`src/hdl/rks_pkg.sv`:
```
// Package for the romaji key sequencer: payload structs, commands, result kinds,
// front-to-back queue entry and state enums. No dependencies.
`default_nettype none
package rks_pkg;
    localparam int TABLE_DEPTH_DEF = 512;
    localparam int RING_DEPTH_DEF  = 64;
    localparam int HOLD_TICKS_DEF  = 2;
    localparam logic [7:0] SHIFT_FLAG = 8'h08;
    localparam logic [7:0] LETTER_N   = 8'h4E;
    localparam logic [3:0] SHIFT_PORT = 4'd8;
    localparam logic [2:0] SHIFT_BIT  = 3'd6;

    typedef enum logic [1:0] {
        CMD_LOAD = 2'd0, CMD_KEY = 2'd1, CMD_TICK = 2'd2, CMD_CLEAR = 2'd3
    } cmd_t;

    typedef enum logic [1:0] {
        KIND_ANSWER = 2'd0, KIND_PRESS = 2'd1, KIND_RELEASE = 2'd2, KIND_ACK = 2'd3
    } kind_t;

    typedef enum logic [1:0] {
        REG_TABLE_ENTRIES = 2'd0, REG_N_CODES = 2'd1, REG_SMALL_TSU = 2'd2
    } reg_idx_t;

    typedef struct packed {
        logic [1:0]  command;
        logic [8:0]  entry_index;
        logic [31:0] entry_letters;
        logic [2:0]  entry_length;
        logic [31:0] entry_codes;
        logic [7:0]  key;
    } in_item_t;

    typedef struct packed {
        logic [1:0] kind;
        logic [3:0] matrix_port;
        logic [2:0] matrix_bit;
        logic [7:0] returned_key;
        logic       last;
    } out_item_t;

    // one classified item handed from front to back
    typedef struct packed {
        cmd_t       command;
        logic       accepted;
        logic [7:0] key;
    } job_t;

    typedef enum logic [3:0] {
        ST_IDLE, ST_LOAD, ST_SCAN_RD, ST_SCAN, ST_DONE_SCAN, ST_QUEUE,
        ST_EVT_SHIFT, ST_EVT_MAIN, ST_ANSWER, ST_RING_RD, ST_TICK_EVAL
    } back_state_t;
endpackage
`default_nettype wire

```
`src/hdl/rks_front.sv`:
```
// Front end: accepts input beats, upper-cases and classifies typed keys and
// pushes jobs into a two-entry queue. Depends on rks_pkg.
`default_nettype none
module rks_front (
    input  wire logic             aclk,
    input  wire logic             aresetn,
    input  wire logic             s_valid,
    output logic                  s_ready,
    input  wire rks_pkg::in_item_t s_data,
    output logic                  q_valid,
    input  wire logic             q_pop,
    output rks_pkg::in_item_t     q_item,
    output rks_pkg::job_t         q_job
);
    rks_pkg::in_item_t item_reg [2];
    rks_pkg::job_t     job_reg [2];
    logic              rd_ptr_reg, wr_ptr_reg;
    logic [1:0]        cnt_reg;
    rks_pkg::job_t     job_c;
    logic              push;
    logic [7:0]        k;

    always_comb begin
        k = s_data.key;
        job_c.command  = rks_pkg::cmd_t'(s_data.command);
        job_c.key      = k;
        job_c.accepted = 1'b0;
        if (k == 8'h20 || k == 8'h40 || k == 8'h5B || k == 8'h2F || k == 8'h2D ||
            k == 8'h7B || k == 8'h7D || k == 8'h2E || k == 8'h2C || k == 8'h27) begin
            job_c.accepted = 1'b1;
        end else if (k >= 8'h61 && k <= 8'h7A) begin
            job_c.accepted = 1'b1;
            job_c.key      = k - 8'd32;
        end else if (k >= 8'h41 && k <= 8'h5A) begin
            job_c.accepted = 1'b1;
        end
    end

    assign s_ready = (cnt_reg != 2'd2);
    assign push    = s_valid && s_ready;
    assign q_valid = (cnt_reg != 2'd0);
    assign q_item  = item_reg[rd_ptr_reg];
    assign q_job   = job_reg[rd_ptr_reg];

    always_ff @(posedge aclk) begin
        if (push) begin
            item_reg[wr_ptr_reg] <= s_data;
            job_reg[wr_ptr_reg]  <= job_c;
        end
    end

    always_ff @(posedge aclk) begin
        if (!aresetn) begin
            rd_ptr_reg <= 1'b0;
            wr_ptr_reg <= 1'b0;
            cnt_reg    <= 2'd0;
        end else begin
            if (push) wr_ptr_reg <= ~wr_ptr_reg;
            if (q_pop) rd_ptr_reg <= ~rd_ptr_reg;
            cnt_reg <= cnt_reg + {1'b0, push} - {1'b0, q_pop};
        end
    end
endmodule
`default_nettype wire

```
`config.mk`:
```
export PLATFORM = sky130hd
export DESIGN_NAME = rks_front
export DESIGN_NICKNAME = d
export VERILOG_FILES = /design/src/hdl/rks_pkg.sv /design/src/hdl/rks_front.sv
export SDC_FILE = /design/constraint.sdc
export NUM_CORES = 1
export LEC_CHECK = 0
export BUFFER_PORTS_ARGS = -buffer_cell sky130_fd_sc_hd__clkbuf_2
export CORE_UTILIZATION = 30
export CTS_CLUSTER_SIZE = 10
export DETAILED_ROUTE_END_ITERATION = 8
export SKIP_LAST_GASP = 1
export SYNTH_ARGS = -nofsm -noshare
export SYNTH_HDL_FRONTEND = slang
export SYNTH_SLANG_ARGS = --single-unit
```
`constraint.sdc`:
```
create_clock -name aclk -period 10.8 [get_ports aclk]
set_input_delay 1.08 -clock aclk [delete_from_list [all_inputs] [get_ports aclk]]
set_output_delay 1.08 -clock aclk [all_outputs]
set_load 0.01 [all_outputs]
```
==> impl_metrics.py <==
metrics = {
    "routing": {
        "dr.pass1.iters": 4,
        "routed_via_density": 4.297,
        "wl_per_cell_um": 15.82,
        "vias": 3708,
        "routed_wl_um": 13660,
        "route.detailed.drc": 0,
        "ant_nets": 0,
        "drt_iter0_drc": 158,
    },
    "synthesis": {
        "synth_top_family_by_area": "multiplexers",
        "postSynthCellCount": 346,
        "synth_ff_type": "edfxtp_1",
        "ys_async_sr_fraction": 0,
        "yosys_warnings": 0,
        "synth-xor-area-share": 0.006260,
        "synth_compound_area_frac": 0.009301,
        "synthesis.nets": 441,
        "synthSimpleGateAreaFrac": 0.02504,
        "synth_edf_count": 180,
        "syn_avg_cell_area_um2": 20.22,
        "ys_types": 33,
        "synthAdderAreaFrac": 0.008943,
        "synth_area_um2": 6995,
        "synth_mux_area_frac": 0.1449,
        "ys_seq_elements": 185,
        "yosysSeqAreaShare": 0.7870,
    },
    "global_routing": {
        "grt_remaining_overflow": 0,
        "grt_pass1_vias": 4007,
        "track_usage": 0.1185,
        "antenna_found_initial": 1,
        "grt_pass1_wl_um": 21300,
        "grt_max_degree": 61,
    },
    "sta": {
        "holdWs_ns": 0.5762,
        "relSlewSlack": 0.2303,
        "rsz0062_at_grt": "no",
        "hold_violations": 0,
        "finalCriticalPeriod_ns": 3.504,
        "worst_pin_slew_ns": 1.152,
        "setup_viol": 0,
        "finalCritPeriodShare": 0.3244,
        "fmax_mhz": 285.4,
        "drv_slew": 0,
        "clock_skew_ns": 0.004275,
        "tns_ns": 0,
    },
    "finish": {
        "largest_reg_flops": 171,
        "antenna-diode-count": 0,
        "final_nets": 632,
        "areaGrowthSynthToFinish_pct": 25.93,
        "drive_above_1_share": 0.5436,
        "fin_util": 0.3868,
        "fillers": 2125,
    },
    "worst_setup_path": {
        "ff2ff_setup_slack_ns": 8.05,
        "worstSetupEndpointType": "primary output",
        "cp_data_required_time_ns": 9.72,
        "path_class": "flop to primary output",
        "critPathLaunchType": "flop",
        "cp-endpoint": "q_job[4]",
        "worstReg2RegEnd": "item_reg[0][71]",
        "regToRegStartpoint": "cnt_reg[0]",
        "worst-path-max-fanout": 60,
        "reg2regPathDepth": 4,
        "arrival_ns": 2.42,
    },
    "cts": {
        "numCtsBuffers": 17,
        "clk_latency_ns": 0.41,
        "cts.sinks": 185,
        "htreeDepth": 4,
        "cts_resized": 0,
        "clockRootBuffer": "clkbuf_16",
        "cts.path.max_buffers": 2,
        "holdBufCountCts": 0,
        "post-cts-setup-buffers": 0,
        "cts_tree": "done",
        "clk_pin_slew_worst_paths_ns": 0.06,
    },
    "floorplanning": {
        "die_w_um": 154.7,
        "row_count": 55,
        "core_area_um2": 22780,
        "die_area_um2": 23930,
        "io_pins": 189,
        "die_y_um": 154.7,
        "start_util": 0.3071,
    },
    "pwr": {
        "leakagePower_nw": 3.274,
        "peakVddDrop_v": 0.00009660,
        "powerDensity_nw_per_um2": 210.9,
    },
    "placement": {
        "numPortBuffers": 188,
        "hpwl_um": 9069,
        "gp_congestion": 0.7191,
    },
    "job": {
        "maxCapViolations": 0,
    },
    "worst_hold_path": {
        "hp-class": "flop to flop",
    },
    "status": {
        "outcome": "complete, no violations",
    },
}
-- per-layer routing --
| metal | vias up | track usage | wire length (µm) |
|---|---|---|---|
| met5 | - | 0 | 12 |
| met4 | 2 | 0.04479 | 135 |
| met3 | 11 | 0.03867 | 854 |
| met2 | 122 | 0.2056 | 6967 |
| met1 | 1843 | 0.1357 | 5685 |
| li1 | 1730 | - | - |
-- cells by family after synthesis --
group	after synthesis
DFF	185
muxes	90
and+or+nand+nor	29
buffers and inverters	22
AOI/OAI and AO/OA	10
xor gates and xnor gates	5
adders and majority gates	5
-- layout by cell type, fill, tap and decap left out, types with 2 or more instances in the layout --
master | synthesis | routed
nand2_1 | 4 | 4
nor4_1 | 2 | 2
ha_1 | 5 | 5
clkbuf_16 | 0 | 17
bufinv_16 | 0 | 2
xnor2_1 | 4 | 4
clkinv_1 | 0 | 3
mux2_2 | 77 | 77
and2_1 | 5 | 5
inv_1 | 3 | 3
clkbuf_2 | 0 | 188
o21ai_0 | 3 | 3
edfxtp_1 | 180 | 180
mux2_1 | 13 | 13
nor2_1 | 5 | 4
nand4_1 | 2 | 2
clkbuf_1 | 0 | 3
clkinvlp_4 | 0 | 3
buf_4 | 7 | 3
inv_6 | 0 | 2
nand4b_1 | 2 | 2
dfxtp_1 | 5 | 4
a21oi_1 | 2 | 2
-- cell type report --
cell class	count	area (µm²)	share of cell area
sequential	185	5509	0.6253
multi-input combinational	139	1373	0.1558
timing repair buffer	191	963.4	0.1094
clock buffer	20	436.7	0.04957
tap	313	391.6	0.04445
clock inverter	12	125.1	0.01420
inverter	3	11.26	0.001278
-- report_power, final --
group	total, mW	internal (mW)	switching, mW
Sequential	0.948	0.920	0.0278
Combinational	0.315	0.130	0.185
Clock	0.595	0.340	0.255
Total	1.86	1.39	0.468
-- worst min path at each step --
stage,to,cells after the start,startpoint
floorplan,flop,2,rd_ptr_reg
finish,flop,2,rd_ptr_reg
global placement,flop,2,rd_ptr_reg
global route,flop,2,rd_ptr_reg
CTS,flop,2,rd_ptr_reg
detailed placement,flop,2,rd_ptr_reg
-- metrics by stage --
step / cell area [µm²] / power, mW / cells / setup WS, ns
final: 8810 / 1.858 / 863 / 7.296
after global routing: 8810 / 1.953 / 863 / 7.114
after CTS: 8810 / 1.891 / 863 / 7.207
after detailed placement: 8248 / 1.289 / 831 / 7.294
after global placement: 8248 / 1.275 / 831 / 7.403
after floorplan: 6995 / 1.158 / 346 / 5.335
-- critical path: stages, from the launching register on --
cell and delay, ns:
dfxtp_4 0.62, buf_4 0.70, mux2_2 0.43, clkbuf_2 0.15
-- synthesized netlist by cell type, types with 3 or more instances --
master,count,area [µm²]
inv_1,3,11.26
xnor2_1,4,35.03
nor2_1,5,18.77
buf_4,7,52.55
nand2_1,4,15.01
and2_1,5,31.28
mux2_2,77,867.1
mux2_1,13,146.4
ha_1,5,62.56
dfxtp_1,5,100.1
buf_2,11,55.05
edfxtp_1,180,5405
o21ai_0,3,15.01
Power figures use the tool's default switching activity.
